## src/hdl/bbd_pkg.sv

```systemverilog
// Package: constants, types and arithmetic helpers for the Bayer demosaic.
package bbd_pkg;
	localparam int MaxWidth  = 4096;
	localparam int PixBits   = 16;
	localparam int ColBits   = $clog2(MaxWidth);
	localparam int WBits     = 13;
	localparam int HBits     = 16;
	localparam int QDepth    = 4;
	localparam int QBits     = $clog2(QDepth);

	localparam logic [1:0] REG_WIDTH  = 2'd0;
	localparam logic [1:0] REG_HEIGHT = 2'd1;
	localparam logic [1:0] REG_PHASE  = 2'd2;

	// work from the front to the back: one column of three samples plus an emit flag
	typedef struct packed {
		logic [PixBits-1:0] top;
		logic [PixBits-1:0] mid;
		logic [PixBits-1:0] bot;
		logic               emit;
	} col_t;

	// floor(sum/n) for n in 1..4, sum up to 4*65535
	function automatic logic [PixBits-1:0] mean_f(input logic [PixBits+1:0] s,
		input logic [2:0] n);
		logic [PixBits+1:0] q;
		logic [PixBits+19:0] p;
		begin
			p = '0;
			case (n)
				3'd1: q = s;
				3'd2: q = s >> 1;
				3'd3: begin
					p = s * 20'd349526;
					q = p[PixBits+19:20];
				end
				3'd4: q = s >> 2;
				default: q = '0;
			endcase
			mean_f = q[PixBits-1:0];
		end
	endfunction
endpackage

```

## src/hdl/bbd_fifo.sv

```systemverilog
// Small queue of columns between front and back.
module bbd_fifo (
	input  logic          clk,
	input  logic          arst_n,
	input  logic          flush,
	input  logic          wr,
	input  bbd_pkg::col_t wdata,
	input  logic          rd,
	output logic          nonempty,
	output bbd_pkg::col_t rdata,
	output logic          almost_full
);
	import bbd_pkg::*;

	col_t            mem_q [QDepth];
	logic [QBits-1:0] wp_q, rp_q;
	logic [QBits:0]  cnt_q;

	assign nonempty    = cnt_q != '0;
	assign rdata       = mem_q[rp_q];
	// one word may still be in flight in the front stage
	assign almost_full = cnt_q >= (QBits+1)'(QDepth - 1);

	always_ff @(posedge clk) begin
		if (wr) mem_q[wp_q] <= wdata;
	end

	always_ff @(posedge clk or negedge arst_n) begin
		if (!arst_n) begin
			wp_q <= '0; rp_q <= '0; cnt_q <= '0;
		end else if (flush) begin
			wp_q <= '0; rp_q <= '0; cnt_q <= '0;
		end else begin
			if (wr) wp_q <= wp_q + 1'b1;
			if (rd) rp_q <= rp_q + 1'b1;
			cnt_q <= cnt_q + (QBits+1)'(wr) - (QBits+1)'(rd);
		end
	end
endmodule

```

## config.mk

```make
export PLATFORM = sky130hd
export DESIGN_NAME = bbd_fifo
export DESIGN_NICKNAME = d
export VERILOG_FILES = /design/src/hdl/bbd_pkg.sv /design/src/hdl/bbd_fifo.sv
export SDC_FILE = /design/constraint.sdc
export NUM_CORES = 1
export LEC_CHECK = 0
export ABC_AREA = 1
export BUFFER_PORTS_ARGS = -buffer_cell sky130_fd_sc_hd__buf_2
export CAP_MARGIN = 20
export CORE_ASPECT_RATIO = 1.5
export CORE_MARGIN = 2
export CORE_UTILIZATION = 35
export CTS_CLUSTER_SIZE = 30
export DETAILED_ROUTE_END_ITERATION = 6
export PLACE_DENSITY = 0.59
export SETUP_SLACK_MARGIN = 0.4
export SYNTH_ARGS = -nofsm -noshare
export SYNTH_HDL_FRONTEND = slang
export SYNTH_SLANG_ARGS = --single-unit
```

## constraint.sdc

```tcl
create_clock -name clk -period 4.83 [get_ports clk]
set_clock_uncertainty 0.15 [all_clocks]
set_input_delay 1.449 -clock clk [delete_from_list [all_inputs] [get_ports clk]]
set_output_delay 1.449 -clock clk [all_outputs]
set_load 0.03 [all_outputs]
```

Yosys cells after proc, flatten, opt, wreduce, memory -nomap -nowiden
Memories as Yosys holds them, arrays and structs flattened.
Index checks and enable logic that the tools add are counted.
{"block": "totals", "reg_bits": 7, "out_inout_bits": 51, "memories": 1, "ramBits": 196}
{"memory": "mem_q", "words": 4, "width": 49, "read_ports": 1, "rd_ports_with_merged_regs": 0, "write_ports": 1, "line": "bbd_fifo.sv:15", "rtl": "col_t mem_q [QDepth];"}
{"block": "classes", "magnitude_cmp": 1, "addsub": 4, "n_mux": 7, "n_reduce_logical": 3}
{"operator": "2-bit 2-to-1 mux", "count": 4}
{"operator": "2-bit by 1-bit adder with 2-bit output, second input constant", "count": 2}
{"operator": "2-bit nonzero test", "count": 2}
{"operator": "3-bit by 1-bit adder with 3-bit output", "count": 1}
{"operator": "3-bit by 2-bit greater-or-equal comparator with 1-bit output, second input constant", "count": 1}
{"operator": "3-bit 2-to-1 mux", "count": 1}
{"operator": "3-bit nonzero test", "count": 1}
{"operator": "3-bit by 1-bit subtractor with 3-bit output", "count": 1}
{"operator": "1-bit 2-to-1 mux", "count": 2}

Depth between registers and ports, before layout
Gate-level depths: netlist (run 1).
{"block": "logic_depth", "ltp_word": 3, "ltp_mapped": 10}

Worst setup path before layout (run 1)
OpenSTA, ideal clock, no wires.
{"block": "synth_timing", "path_type": "input to register", "start": "input wr", "end": "memory mem_q[2][0] (netlist name), enable pin", "t_arrival_ps": 2446, "n_path_buf": 0, "slack_ps": 1831, "setup_ps": 403, "stages": 2, "path_cell_list": "nand2_1 inv_1"}
{"block": "synth_via", "elab_chain_cells": 2}
{"element": "start, declared", "line": "bbd_fifo.sv:6", "rtl": "input logic wr,"}
{"element": "1-bit 2-to-1 mux", "line": "bbd_fifo.sv:25", "rtl": "if (wr) mem_q[wp_q] <= wdata;"}
{"element": "1-bit 2-to-1 mux (implied by the code)", "line": "bbd_fifo.sv:25"}
{"element": "end, declared", "line": "bbd_fifo.sv:15"}
No other way between the ends.

==> results of run 1 <==
## registers in the layout, summed over array words and instances (netlist names)
signal	count
rp_q	2
wp_q	2
cnt_q	3
mem_q	196
## placed cells by master (no fill, tap or decap)
master,instances
nand2_1,258
inv_1,206
edfxtp_1,196
buf_2,104
nand3_1,101
clkbuf_16,21
buf_4,12
nor2_1,8
ha_1,7
inv_2,5
clkbuf_1,5
dfrtp_1,5
clkinv_2,4
clkinv_1,4
o21ai_0,3
diode_2,2
bufinv_16,2
fa_1,1
clkinv_4,1
dfrtp_4,1
dfrtp_2,1
## routing by layer
layer | global-route usage [%] | vias up | wire length (µm)
met3 | 2.31 | 28 | 714
met5 | 0 | - | 24
met1 | 15.7 | 2520 | 7140
li1 | - | 2772 | -
met2 | 25.1 | 96 | 9140
met4 | 4.46 | 4 | 340
## final timing paths
| path | end | depth (start not counted) |
|---|---|---|
| worst max-delay path | rdata[6] | 5 |
| max in group asynchronous | rp_q[0] | 1 |
| worst min register to register | wp_q[1] | 2 |
| worst min-delay path | wp_q[1] | 2 |
| worst max register to register | mem_q[1][28] | 5 |
| min in group asynchronous | cnt_q[2] | 1 |
## worst max-delay path: stages (launching register included)
cell     delay, ns
dfrtp_4       0.83
buf_4         0.55
nand2_1       0.13
nand3_1       0.12
nand2_1       0.08
buf_2         0.18
## layout make-up
type | instances | area (µm²)
antenna | 2 | 5.00
sequential | 203 | 6070
clock buffer | 26 | 544
fill | 2360 | 14200
clock inverter | 10 | 98.8
inverter | 212 | 797
timing repair buffer | 116 | 611
tap | 324 | 405
multi-input combinational | 378 | 1630
## per-stage QoR
step	setup WS, ns	hold WS, ns	cells	power [mW]	util, %
2_1_floorplan	1.83	0.429	825	2.43	-
3_3_place_gp	1.35	0.466	1233	2.60	39.0
3_5_place_dp	1.28	0.484	1233	2.61	39.0
4_1_cts	0.739	0.497	1269	4.14	41.7
5_1_grt	0.636	0.530	1271	4.25	41.7
6_report	0.815	0.487	1271	4.08	41.7
## power groups by stage
stage / Combinational [mW] / Sequential, mW / Clock, mW
final: 0.514 / 2.05 / 1.52
after floorplan: 0.360 / 2.07 / 0
after CTS: 0.527 / 2.05 / 1.56
after detailed placement: 0.525 / 2.08 / 0
after global placement: 0.518 / 2.08 / 0
after global routing: 0.573 / 2.05 / 1.62
## cell families after synthesis
group / after synthesis
buffers and inverters: 244
flip-flops: 203
AO/OA/AOI/OAI: 3
AND/OR/NAND/NOR: 367
adder cells (fa/ha/maj): 8
==> metrics, run 1 <==
clk slew on worst S/H paths 0.06 ns; Int Power roughly 3.1 mW; H-Tree Depth 1; count leader, synth nand2_1; DR vias/cell roughly 4.3; Slew Limit Fails 0; gp weighted congestion a little over 0.7; clock insertion delay at the later pin of the skew report 0.49 ns; RR Startpoint wp_q[1]; synth top area cells edfxtp_1, nand2_1, inv_1; total CTS buffers 20; detailed-route DRC error count 0; first-pass GRT wire length 27600 µm; via count 5420; RSZ-0062 raised after global routing false; Synth cell types 13; Post-Layout Inst Area 10200 µm²; clk buf depth 3; largest net degree at the start of global routing 57; GRT Residual Overflow 0; LEAKAGE between 4 and 5 nW; Initial DRC Count approximately 240; final hold violations 0; syn nets a little under 900; slew margin rel. a little under half; mean post-synth cell area between 10 and 15 µm²; largest family of logic cells by synthesized area simple AND/OR/NAND/NOR gates; combinational fraction of design power about an eighth; crit path launch rp_q[0]; VDD IR max approximately 230 µV; Cells after Synth about 830; Final ANT Viol Nets 0; share of post-route cells with drive strength above 1 between 10% and 20%; num rows 70; Hold Crit Start wp_q[1]; nets@finish ~990; critical path arrival 2.42 ns; sequential area share after synthesis 70.1%; share of the synthesized area in the top cell type about two thirds; complex-gate fraction of the synthesized area 0.174%; Post-synth EDFFs between 150 and 200; routed wire length 17400 µm; switching pwr between 1 and 1.5 mW; run status finished, final reports clean; adder-cell area share of the yosys netlist 1.24%; Worst Path Required ~3.2 ns; DP Area ~9500 µm²; reg-to-reg slack, setup around 2.7 ns; MaxCap Viol Count 0; die area 26000 µm²; Wirelength per Cell roughly 14 µm; Crit Path Class flop to primary output; Reg power frac 50.2%; I/O pin count approximately 110; Final Cycle Share 83.1%; Chip Height between 150 and 200 µm; DR pass1 iterations 4; crit path max fanout 56; vias in the first global route between 5000 and 6000; xor-xnor portion of the synthesized cell area 0%; initial antenna violation count 4; Global Route Usage Sum 13.5%; Die W around 130 µm; clock share of power ~37%; DPL Wire Length slightly above 10000 µm; Synth area leader edfxtp_1; Setup Buffers After CTS 0; post-synthesis simple-gate area fraction 17.4%; Worst-Margin Slew around 0.81 ns; hold buffer count at CTS 0; Synth Flop Type edfxtp_1; CP startpoint kind flop; post-route minimum period around 4.0 ns; mux contribution to synthesized area 0%; Port-buffer cells about 100; Setup violations, final 0; area grow syn2layout 17.4%; Fmax 249 MHz; Core ar. approximately 24000 µm²; post-CTS sizing 0; HP Class flop to flop; yosys warns 0; Pwr per Cell Area ~400 nW/µm²; Initial Util 35.5%; Synth Register Bits between 200 and 250; most frequent cells after synthesis nand2_1, inv_1, edfxtp_1; clock sinks about 200; root buffer cell clkbuf_16; asr flop ratio synth 3.45%; synthesized area around 8700 µm²; CP Capture Type primary output; switching share of total power 25.0%; final setup TNS 0 ns; CTS tree built
Power figures use the tool's default switching activity.
==> run 2, diff against run 1 <==
clock period = 3.9 ns   (was 4.83 ns; I/O delays follow)
==> metrics, run 2 (synthesized netlist as in run 1, its figures left out) <==
run status finished, final reports clean; final std cells w/o fill 1275; critical path arrival about 2.0 ns; max reg flops slightly below 200; root buffer cell clkbuf_16; switching pwr about 1.2 mW; crit path launch rp_q[0]; VDD IR max around 230 µV; largest registers mem_q: 196 flops, cnt_q: 3 flops; detailed-route DRC error count 0; reg-to-reg slack, setup ~1.8 ns; CP startpoint kind flop; final setup TNS 0 ns; Port-buffer cells approximately 100; clk buf depth 3; Reg power frac a little over 50%; nets@finish 998; Worst-Margin Slew around 0.56 ns; Int Power roughly 3.7 mW; DPL Wire Length between 10000 and 15000 µm; DP Area roughly 9600 µm²; via count 5511; slew margin rel. a little over three fifths; clock share of power a little over a third; RR Startpoint wp_q[0]; first-pass GRT wire length 27400 µm; Wirelength per Cell between 10 and 15 µm; worst-case reg-to-reg path depth 5; num rows 70; CP Capture Type primary output; crit path max fanout 84; Initial Util ~36%; final core occ 42.0%; R2R Path End mem_q[0][22]; Worst Path Required ~2.6 ns; DR pass1 iterations 4; clock insertion delay at the later pin of the skew report around 0.47 ns; Crit Path Class flop to primary output; combinational fraction of design power roughly an eighth; Final Cycle Share 84.7%; Placed Cells about 1200; Global Route Usage Sum between 10% and 20%; leading cell types in the layout, fill and taps excluded nand2_1, inv_1, edfxtp_1; Setup violations, final 0; MaxCap Viol Count 0; Post-Layout Inst Area just over 10000 µm²; total CTS buffers 20; DR vias/cell between 4 and 5; Pwr per Cell Area just under 500 nW/µm²; LEAKAGE between 4 and 5 nW; vias in the first global route between 5000 and 6000; Initial DRC Count between 150 and 200; largest reg by FF count mem_q; Fmax 303 MHz; commonest non-fill, non-tap cell in the layout nand2_1; Final ANT Viol Nets 0; largest net degree at the start of global routing 85; clock sinks about 200; GRT Residual Overflow 0; I/O pin count around 110; Chip Height 197 µm; final hold violations 0; hold buffer count at CTS 0; post-route minimum period between 3 and 4 ns; Core ar. ~24000 µm²; area grow syn2layout 18.1%; Die W about 130 µm; CTS tree built; HP Class primary input to asynchronous set/reset pin; share of post-route cells with drive strength above 1 between 10% and 20%; clk slew on worst S/H paths 0.06 ns; Slew Limit Fails 0; switching share of total power around a quarter; initial antenna violation count 2; gp weighted congestion around 0.7; worst hold margin 0.374 ns; RSZ-0062 raised after global routing false; H-Tree Depth 1; die area around 26000 µm²; routed wire length approximately 18000 µm
## run 2: worst max-delay path: stages (launching register included)
cell,delay (ns)
dfrtp_4,0.58
clkinv_2,0.12
buf_16,0.28
nand2_1,0.11
nand3_1,0.09
nand2_1,0.06
buf_2,0.17
## run 2: how the worst max path moves through the flow
stage | cells past startpoint | slack, ns | to
finish | 6 | 0.60 | rdata[36]
global placement | 6 | 0.88 | rdata[29]
detailed placement | 6 | 0.86 | rdata[37]
global route | 6 | 0.47 | rdata[44]
CTS | 6 | 0.51 | rdata[37]
floorplan | 2 | 1.18 | mem_q[2][0]
## run 2: metrics by stage
step / worst slack [ns] / power [mW]
detailed placement: 0.858 / 3.24
global route: 0.473 / 5.20
floorplan: 1.18 / 3.01
CTS: 0.508 / 5.04
global placement: 0.878 / 3.23
finish: 0.598 / 4.98
## run 2: what timing repair did
action	4_1_cts	5_1_grt
pin swaps	0	0
setup endpoints to repair	32	5
gates resized for setup	0	1
buffers inserted	1	1
## run 2: power groups by stage
stage                     logic [mW]  registers [mW]  clock network, mW
final                          0.658            2.53               1.79
after global routing           0.735            2.54               1.93
after CTS                      0.669            2.53               1.84
after detailed placement       0.660            2.58                  0
after global placement         0.651            2.58                  0
after floorplan                0.446            2.56                  0
## run 2: layout make-up
cell class / instances / area (µm²)
fill: 2355 / 14100
sequential: 203 / 6070
multi-input combinational: 378 / 1630
inverter: 212 / 797
timing repair buffer: 121 / 704
clock buffer: 26 / 544
tap: 324 / 405
clock inverter: 9 / 71.3
antenna: 2 / 5.00
## run 2: routing by layer
metal  routed length, µm  track usage (%)  up-vias  part of all wire (%)
met5                   0                0        -                     0
met4                 343             4.42        0                   1.9
met3                 829             2.06       22                   4.7
met2                9460             25.5      118                    53
met1                7070             15.4     2588                    40
li1                    -                -     2783                     -
