### src/hdl/bbd_pkg.sv
// Package: constants, types and arithmetic helpers for the Bayer demosaic.
package bbd_pkg;
	localparam int MaxWidth  = 4096;
	localparam int PixBits   = 16;
	localparam int ColBits   = $clog2(MaxWidth);
	localparam int WBits     = 13;
	localparam int HBits     = 16;
	localparam int QDepth    = 4;
	localparam int QBits     = $clog2(QDepth);

	localparam logic [1:0] REG_WIDTH  = 2'd0;
	localparam logic [1:0] REG_HEIGHT = 2'd1;
	localparam logic [1:0] REG_PHASE  = 2'd2;

	// work from the front to the back: one column of three samples plus an emit flag
	typedef struct packed {
		logic [PixBits-1:0] top;
		logic [PixBits-1:0] mid;
		logic [PixBits-1:0] bot;
		logic               emit;
	} col_t;

	// floor(sum/n) for n in 1..4, sum up to 4*65535
	function automatic logic [PixBits-1:0] mean_f(input logic [PixBits+1:0] s,
		input logic [2:0] n);
		logic [PixBits+1:0] q;
		logic [PixBits+19:0] p;
		begin
			p = '0;
			case (n)
				3'd1: q = s;
				3'd2: q = s >> 1;
				3'd3: begin
					p = s * 20'd349526;
					q = p[PixBits+19:20];
				end
				3'd4: q = s >> 2;
				default: q = '0;
			endcase
			mean_f = q[PixBits-1:0];
		end
	endfunction
endpackage

### src/hdl/bbd_back.sv
// Back end: 3x3 window, interpolation and output register.
module bbd_back (
	input  logic                      clk,
	input  logic                      arst_n,
	input  logic                      restart,
	input  logic [bbd_pkg::WBits-1:0] w_eff,
	input  logic [bbd_pkg::HBits-1:0] h_eff,
	input  logic [1:0]                phase,
	input  logic                      col_avail,
	input  bbd_pkg::col_t             col,
	output logic                      col_take,
	output logic                      out_valid,
	input  logic                      out_ready,
	output logic [bbd_pkg::PixBits-1:0] out_red,
	output logic [bbd_pkg::PixBits-1:0] out_green,
	output logic [bbd_pkg::PixBits-1:0] out_blue,
	output logic                      out_eor,
	output logic                      out_eof
);
	import bbd_pkg::*;

	logic [PixBits-1:0] win_q [9];
	logic [ColBits:0]   ox_q;
	logic [HBits:0]     oy_q;
	logic               calc_s1;
	logic               ov_q;
	logic [PixBits-1:0] r_q, g_q, b_q;
	logic               eor_q, eof_q;
	logic               out_free;

	// stage s1: window updated; compute from window when calc_s1
	assign out_free = !ov_q || out_ready;
	assign col_take = col_avail && (!calc_s1 || out_free);

	logic lf, rt, up, dn, xo, yo, eor, eof;
	logic [PixBits+1:0] hs, vs, ds, cs;
	logic [2:0] hn, vn, dnm, cn;
	logic [PixBits-1:0] rr, gg, bb, own;

	always_comb begin
		lf = ox_q != '0;
		rt = ox_q + 13'd1 < {1'b0, w_eff};
		up = oy_q != '0;
		dn = oy_q + 17'd1 < {1'b0, h_eff};
		xo = ox_q[0] ^ phase[0];
		yo = oy_q[0] ^ phase[1];
		own = win_q[4];
		hs = '0; hn = '0; vs = '0; vn = '0; ds = '0; dnm = '0;
		if (lf) begin hs = hs + 18'(win_q[3]); hn = hn + 3'd1; end
		if (rt) begin hs = hs + 18'(win_q[5]); hn = hn + 3'd1; end
		if (up) begin vs = vs + 18'(win_q[1]); vn = vn + 3'd1; end
		if (dn) begin vs = vs + 18'(win_q[7]); vn = vn + 3'd1; end
		if (lf && up) begin ds = ds + 18'(win_q[0]); dnm = dnm + 3'd1; end
		if (rt && up) begin ds = ds + 18'(win_q[2]); dnm = dnm + 3'd1; end
		if (rt && dn) begin ds = ds + 18'(win_q[8]); dnm = dnm + 3'd1; end
		if (lf && dn) begin ds = ds + 18'(win_q[6]); dnm = dnm + 3'd1; end
		cs = hs + vs;
		cn = hn + vn;
		if (!xo && !yo) begin
			rr = own; gg = mean_f(cs, cn); bb = mean_f(ds, dnm);
		end else if (xo && yo) begin
			rr = mean_f(ds, dnm); gg = mean_f(cs, cn); bb = own;
		end else if (!yo) begin
			rr = mean_f(hs, hn); gg = own; bb = mean_f(vs, vn);
		end else begin
			rr = mean_f(vs, vn); gg = own; bb = mean_f(hs, hn);
		end
		eor = ox_q + 13'd1 >= {1'b0, w_eff};
		eof = eor && (oy_q + 17'd1 >= {1'b0, h_eff});
	end

	always_ff @(posedge clk) begin
		if (col_take) begin
			win_q[0] <= win_q[1]; win_q[1] <= win_q[2]; win_q[2] <= col.top;
			win_q[3] <= win_q[4]; win_q[4] <= win_q[5]; win_q[5] <= col.mid;
			win_q[6] <= win_q[7]; win_q[7] <= win_q[8]; win_q[8] <= col.bot;
		end
		if (calc_s1 && out_free) begin
			r_q <= rr; g_q <= gg; b_q <= bb; eor_q <= eor; eof_q <= eof;
		end
	end

	always_ff @(posedge clk or negedge arst_n) begin
		if (!arst_n) begin
			calc_s1 <= 1'b0; ov_q <= 1'b0; ox_q <= '0; oy_q <= '0;
		end else if (restart) begin
			calc_s1 <= 1'b0; ov_q <= 1'b0; ox_q <= '0; oy_q <= '0;
		end else begin
			if (out_free) ov_q <= calc_s1;
			if (!calc_s1 || out_free) calc_s1 <= col_take && col.emit;
			if (calc_s1 && out_free) begin
				if (eof) begin
					ox_q <= '0; oy_q <= '0;
				end else if (eor) begin
					ox_q <= '0; oy_q <= oy_q + 17'd1;
				end else begin
					ox_q <= ox_q + 13'd1;
				end
			end
		end
	end

	assign out_valid = ov_q;
	assign out_red   = r_q;
	assign out_green = g_q;
	assign out_blue  = b_q;
	assign out_eor   = eor_q;
	assign out_eof   = eof_q;
endmodule

### config.mk
export PLATFORM = sky130hd
export DESIGN_NAME = bbd_back
export DESIGN_NICKNAME = d
export VERILOG_FILES = /design/src/hdl/bbd_pkg.sv /design/src/hdl/bbd_back.sv
export SDC_FILE = /design/constraint.sdc
export NUM_CORES = 1
export LEC_CHECK = 0
export ABC_CLOCK_PERIOD_IN_PS = 13500
export BUFFER_PORTS_ARGS = -buffer_cell sky130_fd_sc_hd__buf_4
export CORE_MARGIN = 2
export CORE_UTILIZATION = 59
export DETAILED_ROUTE_END_ITERATION = 7
export GPL_TIMING_DRIVEN = 0
export PLACE_DENSITY = 0.75
export SETUP_SLACK_MARGIN = 0.1
export SYNTH_ARGS = -nofsm -noshare
export SYNTH_HDL_FRONTEND = slang
export SYNTH_SLANG_ARGS = --single-unit
### constraint.sdc
create_clock -name clk -period 13.5 [get_ports clk]
set_clock_uncertainty 0.1 [all_clocks]
set_input_delay 1.35 -clock clk [delete_from_list [all_inputs] [get_ports clk]]
set_output_delay 1.35 -clock clk [all_outputs]
set_load 0.01 [all_outputs]
Word level (Yosys, flattened, before mapping)
Memories as Yosys holds them, arrays and structs flattened. Index checks and enable logic that the tools add are counted.

$add $sub $neg: 15. $mul: 4. Order comparisons: 4. Equality and inequality tests: 16. Mux-type cells: 42. Bitwise logic cells: 2. Reductions and logical operators: 23.

Operators with widths (number): $pmux 16 s4 (4); $mux 16 (11); $mul 18x18->35 const B (4); $add 18x16->18 (5); $mux 18 (5); $mux 17 (4); $mux 13 (4); $eq 3x2->1 const B (8); $add 18x18->18 (1); $add 17x1->17 const B (1); $ge 17x16->1 (1); $lt 17x16->1 (1); $reduce_bool 17->1 (1); $add 3x1->3 const B (5); $mux 3 (5); $add 13x1->14 const B (1); $ge 14x13->1 (1); $lt 14x13->1 (1); $add 13x1->13 const B (1); $reduce_bool 13->1 (1); $eq 3x1->1 const B (4); $eq 3x3->1 const B (4); $logic_and 1x1->1 (10); $mux 1 (9); other kinds (7) (14).

Flip-flop bits (word level): 82. Bits in writable memories: 144. Bits of input ports: 85. Output and inout port bits: 52. Logic and storage cells: 116. Memories kept: 1.

Memory list: win_q (words 9, bits a word 16, rd ports 9, clocked after memory_dff 0, wr ports 9, RTL line bbd_back.sv:22) `logic [PixBits-1:0] win_q [9];`.

Logic depth before layout (Yosys ltp)
Gate-level depths: netlist (run 1).

Word-level depth: 13. Gate-level depth with buffers: 61. Gate-level depth less buffers: 59.

Worst setup path before layout (run 1)
Ideal clock, no wire load.

Path kind: flip-flop to flip-flop. Start point: register oy_q[0]. End point: register b_q[15] (netlist: out_blue[15]), data pin. Setup time: 0.272 ns. Arrival: 13.180 ns. Required time: 13.128 ns. Path slack: -0.052 ns. Stages on the path, launching flop included: 58. Path buffers: 4. Period minus slack after synthesis: 13.552 ns. Path through: dfrtp_1 > inv_1 > ha_1 > nor4b_1 > nand4_1 > buf_2 > clkbuf_1 > clkbuf_1 > and3_1 > ha_1 > fa_1 > buf_1 > o21a_1 > a211oi_1 > a221oi_4 > o21a_1 > nor3_1 > xnor2_1 > [... 22 more ...] > fa_1 > fa_1 > inv_1 > fa_1 > inv_1 > ha_1 > and2_1 > a221o_1 > o41a_1 > o2111a_1 > nor3_1 > o21ai_1 > a21oi_1 > nor3_1 > o31a_1 > mux2i_1 > o311ai_1 > mux4_2.

Word-level cells in the longest chain between the ends: 12.

Ends and longest elaborated chain: from (decl) (RTL line bbd_back.sv:24) `logic [HBits:0] oy_q;`; from (signal assigned) (RTL line bbd_back.sv:85) `calc_s1 <= 1'b0; ov_q <= 1'b0; ox_q <= '0; oy_q <= '0;`; from (signal assigned) (RTL line bbd_back.sv:87) `calc_s1 <= 1'b0; ov_q <= 1'b0; ox_q <= '0; oy_q <= '0;`; from (signal assigned) (RTL line bbd_back.sv:93) `ox_q <= '0; oy_q <= '0;`; $reduce_bool 17->1 (RTL line bbd_back.sv:43) `up = oy_q != '0;`; $logic_and 1x1->1 (RTL line bbd_back.sv:53) `if (lf && up) begin ds = ds + 18'(win_q[0]); dnm = dnm + 3'd1; end`; $mux 16 or $mux 1 (tied branches) (RTL line bbd_back.sv:53); $add 18x16->18 or $add 3x1->3 (tied branches) (RTL line bbd_back.sv:54) `if (rt && up) begin ds = ds + 18'(win_q[2]); dnm = dnm + 3'd1; end`; $mux 18 or $mux 3 (tied branches) (RTL line bbd_back.sv:54); $add 18x16->18 or $add 3x1->3 (tied branches) (RTL line bbd_back.sv:55) `if (rt && dn) begin ds = ds + 18'(win_q[8]); dnm = dnm + 3'd1; end`; $mux 18 or $mux 3 (tied branches) (RTL line bbd_back.sv:55); $add 18x16->18 or $add 3x1->3 (tied branches) (RTL line bbd_back.sv:56) `if (lf && dn) begin ds = ds + 18'(win_q[6]); dnm = dnm + 3'd1; end`; $mux 18 or $mux 3 (tied branches) (RTL line bbd_back.sv:56); $mul 18x18->35 (tied with other cells) (RTL line bbd_pkg.sv:34) `p = s * 20'd349526;`; $pmux 16 s4 (RTL line bbd_pkg.sv:30) `case (n)`; $mux 16 (*) (RTL line bbd_back.sv:59) `if (!xo && !yo) begin`; net bb[15] (RTL line bbd_back.sv:38) `logic [PixBits-1:0] rr, gg, bb, own;`; to (signal assigned) (RTL line bbd_back.sv:79) `r_q <= rr; g_q <= gg; b_q <= bb; eor_q <= eor; eof_q <= eof;`; to (decl) (RTL line bbd_back.sv:27) `logic [PixBits-1:0] r_q, g_q, b_q;`.

Mark *: on every way through the listed nets, which the timed path passes. The rest lies on a longest branch. A chain may end at the register's enable or synchronous reset.

Final worst setup path (run 1)
Start point: register ox_q[2]. End point: register r_q[15] (netlist: out_red[15]), data pin.

Word-level cells in the longest chain between the ends: 13.

Ends and longest elaborated chain: from (decl) (RTL line bbd_back.sv:23) `logic [ColBits:0] ox_q;`; from (signal assigned) (RTL line bbd_back.sv:97) `ox_q <= ox_q + 13'd1;`; branches (longest 11 deep; another with $mul 18x18->35); $mux 16 (*) (RTL line bbd_back.sv:61) `end else if (xo && yo) begin`; $mux 16 (*) (RTL line bbd_back.sv:59); net rr[15] (RTL line bbd_back.sv:38); to (signal assigned) (RTL line bbd_back.sv:79); to (decl) (RTL line bbd_back.sv:27).

Mark *: on every way through the listed nets, which the timed path passes.

==> results.py, run 1 <==
metrics = {
    "status": {
        "outcome": "finished, final reports clean",
    },
    "placement": {
        "portBuffers": 136,
        "place_congestion": 0.991,
        "place_hpwl_mm": 86.8,
        "dpl_cell_area_sq_um": 40700,
    },
    "timing": {
        "setup_violations": 0,
        "relSlewSlack_pct": 8.24,
        "worst_slew_pin_slew_ns": 1.36,
        "max_freq_mhz": 74.9,
        "worst_hold_slack_ns": 0.343,
        "hold_viol": 0,
        "period_share_pct": 98.8,
        "grt_setup_unrepaired": "true",
        "post-route-min-period_ns": 13.34,
        "slew_violations": 0,
    },
    "synth": {
        "synth-edff-count": 194,
        "synth_common_cells": "inv_1, ha_1, fa_1",
        "ys_async_sr_fraction_pct": 14.2,
        "syn_area_sq_um": 38300,
        "synth.avg_cell_area_sq_um": 9.75,
        "synth_cell_types": 101,
        "synthCells": 3928,
        "ys.warnings.count": 0,
        "ys_seq_area_share_pct": 17.3,
        "synth_most_common_cell": "inv_1",
        "synth_top_area_cell": "ha_1",
        "synth.top_cells.by_area": "ha_1, fa_1, edfxtp_1, inv_1, xnor2_1",
        "synth_nets": 5186,
        "yosysTopAreaCellShare_pct": 24.2,
        "ys_ff_latch": 226,
        "ys.flop_type": "edfxtp_1",
    },
    "worst_setup_path": {
        "cp_top_family": "adder cells",
        "path_buf_inv": 9,
        "worstPathRequired_ns": 13.69,
        "cp-start-kind": "flip-flop",
        "worstPathMaxFanout": 10,
        "cp_data_arrival_time_ns": 13.54,
        "cpMostUsedCell": "ha_1",
        "end_kind": "flip-flop",
        "worstReg2RegEnd": "out_red[15]",
        "rrSetupSlack_ns": 0.16,
        "r2r_cells": 59,
        "worstSetupPathType": "reg2reg",
        "cp_slowest_cell": "mux4_2",
        "cpPeakStageDelay_ns": 0.61,
        "cp_num_cells": 59,
        "r2r_start": "ox_q[2]",
    },
    "global_routing": {
        "grt_pass1_vias": 29900,
        "grt.total_usage_pct": 31.5,
        "antenna_found_initial": 3,
        "grt_pass1_wl_mm": 164,
        "grt_overflow": 0,
        "grt_start_max_net_pins": 33,
    },
    "worst_hold_path": {
        "holdPathStages": 0,
        "hp-start": "win_q[0][28]",
        "min_to": "win_q[0][12]",
        "hold_path_class": "reg2reg",
    },
    "clock_network": {
        "cts_tree": "built",
        "numClockSinks": 226,
        "cts_max_level": 1,
        "cts-buffers-inserted": 27,
        "worstSkewPairLatency_ns": 0.60,
        "root_buffer": "clkbuf_16",
        "postCtsHoldBufs": 0,
        "clk_pin_slew_ns": 0.06,
        "max-clock-path-buffers": 3,
    },
    "drt": {
        "drc": 0,
        "avgViaCountPerCell": 5.90,
        "num_vias": 30000,
        "firstDrtPassIters": 6,
        "drt-total-wl_mm": 107,
        "drtIter0Drc": 2618,
        "wl_per_cell_um": 20.9,
        "ant_nets": 0,
    },
    "final_layout": {
        "fin_nets": 5472,
        "fill_cells": 5008,
        "seq_area_sq_um": 6630,
        "area_delta_synth_final_pct": 13.7,
        "fin_area_sq_um": 43500,
        "drive_gt1_share_pct": 13.3,
        "multi_input_comb_area_sq_um": 29200,
    },
    "die": {
        "die-width_um": 259,
        "fp-row-count": 93,
        "core-area_sq_um": 64300,
        "pin_count": 137,
        "start_util_pct": 59.5,
        "dieArea_sq_um": 67000,
        "die_h_um": 259,
    },
    "run": {
        "max_cap_viol_count": 0,
    },
}
-- how the worst max path moves through the flow --
stage | slack, ns | endpoint | start
global placement | -2.21 | out_red[15] | oy_q[0]
floorplan | 0.16 | out_blue[15] | oy_q[0]
finish | 0.16 | out_red[15] | ox_q[2]
global route | -0.28 | out_red[15] | ox_q[2]
CTS | 0.11 | out_green[15] | oy_q[2]
detailed placement | -2.25 | out_blue[15] | oy_q[0]
-- stage by stage --
step	setup TNS (ns)	util [%]	std cells	setup slack [ns]
6_report	0	67.7	5091	0.157
3_3_place_gp	-62.74	62.8	4919	-2.21
4_1_cts	0	65.7	5016	0.108
2_1_floorplan	0	-	3928	0.160
5_1_grt	-1.42	67.7	5090	-0.283
3_5_place_dp	-56.50	63.3	4943	-2.25
-- layout make-up --
class                      count  area share (%)
sequential                   226            15.2
timing repair buffer         257            4.76
antenna                        1         0.00575
clock inverter                19           0.517
buffer                        75           0.986
tap                          855            2.46
clock buffer                  31            1.59
inverter                     851            7.37
multi-input combinational   2776            67.1
-- placed cells by master (no fill, tap or decap), types with 53 or more instances in the layout --
cell	count
inv_1	832
ha_1	717
fa_1	431
buf_4	245
nand2_1	223
edfxtp_1	194
a21oi_1	143
nor2_1	135
o21ai_0	117
xnor2_1	92
xor2_1	58
and2_1	53
-- cells by family (layout without fill, tap and decap cells) --
group	Yosys count	count (layout)	synth area share, %
adders and majority gates	1179	1179	47.0
buffers and inverters	926	1233	9.14
and+or+nand+nor	710	710	9.10
AOI/OAI and AO/OA	686	686	12.2
DFF	226	226	17.3
xor gates and xnor gates	162	162	3.71
muxes	39	39	1.60
other	0	1	0
-- metal layers --
metal	global-route usage [%]	vias up	wire, um
li1	-	13900	-
met1	42.7	14600	43700
met2	50.5	1269	48600
met3	6.04	264	9670
met4	11.5	2	4670
met5	0	-	12
-- registers in the layout (all words and copies together) (netlist names) --
register	flops
calc_s1	1
oy_q	17
win_q	144
out_blue	16
ox_q	13
out_eor	1
out_green	16
out_eof	1
out_valid	1
out_red	16
-- timing repair --
| item | CTS | global route |
|---|---|---|
| cloned | 0 | 1 |
| setup buffers | 23 | 72 |
| gates resized for setup | 103 | 160 |
| pin swaps | 31 | 82 |
| setup endpoints to repair | 43 | 44 |
Power of run 1 is left out: the tool's default activity adds up to more than one toggle a clock period on the data nets, which glitch-free logic cannot reach.
==> inputs of run 2 (changes only) <==
--- a/config.mk
+++ b/config.mk
@@ -8,10 +8,10 @@
 export ABC_CLOCK_PERIOD_IN_PS = 13500
 export BUFFER_PORTS_ARGS = -buffer_cell sky130_fd_sc_hd__buf_4
 export CORE_MARGIN = 2
-export CORE_UTILIZATION = 59
+export CORE_UTILIZATION = 40
 export DETAILED_ROUTE_END_ITERATION = 7
 export GPL_TIMING_DRIVEN = 0
-export PLACE_DENSITY = 0.75
+export PLACE_DENSITY = 0.54
 export SETUP_SLACK_MARGIN = 0.1
 export SYNTH_ARGS = -nofsm -noshare
 export SYNTH_HDL_FRONTEND = slang
==> results.py, run 2 (synthesis gave the netlist of run 1 again) <==
metrics = {
    "status": {
        "outcome": "finished, final reports clean",
    },
    "timing": {
        "slew_violations": 0,
        "setup_violations": 0,
        "period_share_pct": 98.0,
        "post-route-min-period_ns": 13.23,
        "tns_ns": 0,
        "grt_setup_unrepaired": "true",
        "max_freq_mhz": 75.6,
        "relSlewSlack_pct": 12.2,
        "worst_slew_pin_slew_ns": 1.32,
        "hold_viol": 0,
    },
    "worst_setup_path": {
        "end_kind": "flip-flop",
        "worstSetupPathType": "reg2reg",
        "cpMostUsedCell": "ha_4",
        "cp-start-kind": "flip-flop",
        "cpPeakStageDelay_ns": 0.61,
        "worstPathMaxFanout": 10,
        "cp_data_arrival_time_ns": 13.43,
        "worstPathRequired_ns": 13.70,
        "cp_slowest_cell": "mux4_2",
    },
    "final_layout": {
        "drive_gt1_share_pct": 13.1,
        "multi_input_comb_area_sq_um": 29300,
        "antennaDiodeCount": 0,
        "final_cell_mix": "inv_1, ha_1, fa_1",
        "seq_area_sq_um": 6630,
        "regMostFlops": "win_q",
        "layout.cells.most_common": "inv_1",
        "area_delta_synth_final_pct": 15.1,
        "largest_reg_flops": 144,
        "fill_cells": 8995,
        "top_regs": "win_q: 144 flops, oy_q: 17 flops",
        "fin_nets": 5460,
    },
    "global_routing": {
        "top_usage_layer": "met2",
        "grt_pass1_vias": 29500,
        "antenna_found_initial": 6,
        "grt_start_max_net_pins": 33,
        "grt_overflow": 0,
        "grt_pass1_wl_mm": 172,
        "grtUsageMet3_pct": 3.42,
        "grt.total_usage_pct": 22.8,
        "met2_usage_pct": 37.1,
        "use_met1_pct": 32.2,
    },
    "clock_network": {
        "max-clock-path-buffers": 3,
        "worstSkewPairLatency_ns": 0.59,
        "numClockSinks": 226,
        "cts_tree": "built",
        "cts_max_level": 1,
        "cts-buffers-inserted": 26,
        "postCtsHoldBufs": 0,
        "clk_pin_slew_ns": 0.06,
        "root_buffer": "clkbuf_16",
    },
    "die": {
        "die-width_um": 313,
        "die_h_um": 313,
        "core-area_sq_um": 94900,
        "start_util_pct": 40.4,
        "fp-row-count": 113,
        "pin_count": 137,
        "dieArea_sq_um": 98200,
    },
    "drt": {
        "avgViaCountPerCell": 5.30,
        "drc": 0,
        "num_vias": 29100,
        "firstDrtPassIters": 6,
        "drtIter0Drc": 1988,
        "ant_nets": 0,
        "drt-total-wl_mm": 111,
        "wl_per_cell_um": 20.3,
    },
    "run": {
        "max_cap_viol_count": 0,
    },
    "placement": {
        "place_congestion": 0.939,
        "place_hpwl_mm": 93.1,
        "portBuffers": 136,
    },
    "worst_hold_path": {
        "hold_path_class": "reg2reg",
    },
}
run 2: metrics by stage:
stage	setup WS [ns]	instance area (sq um)	utilization (%)	hold WS, ns	instances
after floorplan	0.160	38300	-	0.317	3928
after global routing	-0.0996	44100	46.5	0.359	5487
after CTS	0.0891	43000	45.3	0.353	5444
after detailed placement	-2.74	41300	43.5	0.344	5359
final	0.267	44100	46.5	0.351	5487
after global placement	-2.63	40900	43.1	0.325	5329
run 2: final cells by class:
class / count / share of cell area [%]
inverters: 851 / 7.27
clock buffers: 32 / 1.53
flip-flops and latches: 226 / 15.0
repair buffers: 246 / 4.51
clock inverters: 16 / 0.502
multi-input cells: 2776 / 66.5
well taps: 1265 / 3.59
plain buffers: 75 / 1.03
run 2: per-layer routing:
layer,share of wire (%),routed length (um)
met5,0.012,13
met4,2.6,2860
met3,6.9,7650
met2,46,50900
met1,45,49900
run 2: what timing repair did:
action                                 CTS  global route
setup buffers                           37            43
gates cloned                             0             0
resized for setup                      116           164
endpoints found under the hold margin    0             0
setup endpoints to repair               48            39
pin swaps                               36            55
run 2: critical path, delay by kind of cell, from the launching register on:
family | cells | cell delay (ns)
AOI/OAI and AO/OA | 20 | 4.79
xor gates and xnor gates | 2 | 0.29
adders and majority gates | 11 | 3.39
buffers and inverters | 11 | 1.11
DFF | 1 | 0.38
muxes | 2 | 0.80
and+or+nand+nor | 12 | 2.08
run 2: worst paths after layout:
path                               from  slack [ns]           end  cells past startpoint
max                             ox_q[0]        0.27   out_red[15]                     58
min                        win_q[0][28]        0.35  win_q[0][12]                      0
max reg2reg                     ox_q[0]        0.27   out_red[15]                     58
min reg2reg                win_q[0][28]        0.35  win_q[0][12]                      0
max in group asynchronous        arst_n       12.34       oy_q[0]                      1
min in group asynchronous        arst_n        0.61       ox_q[6]                      1
Power of run 2 is left out for the same reason.
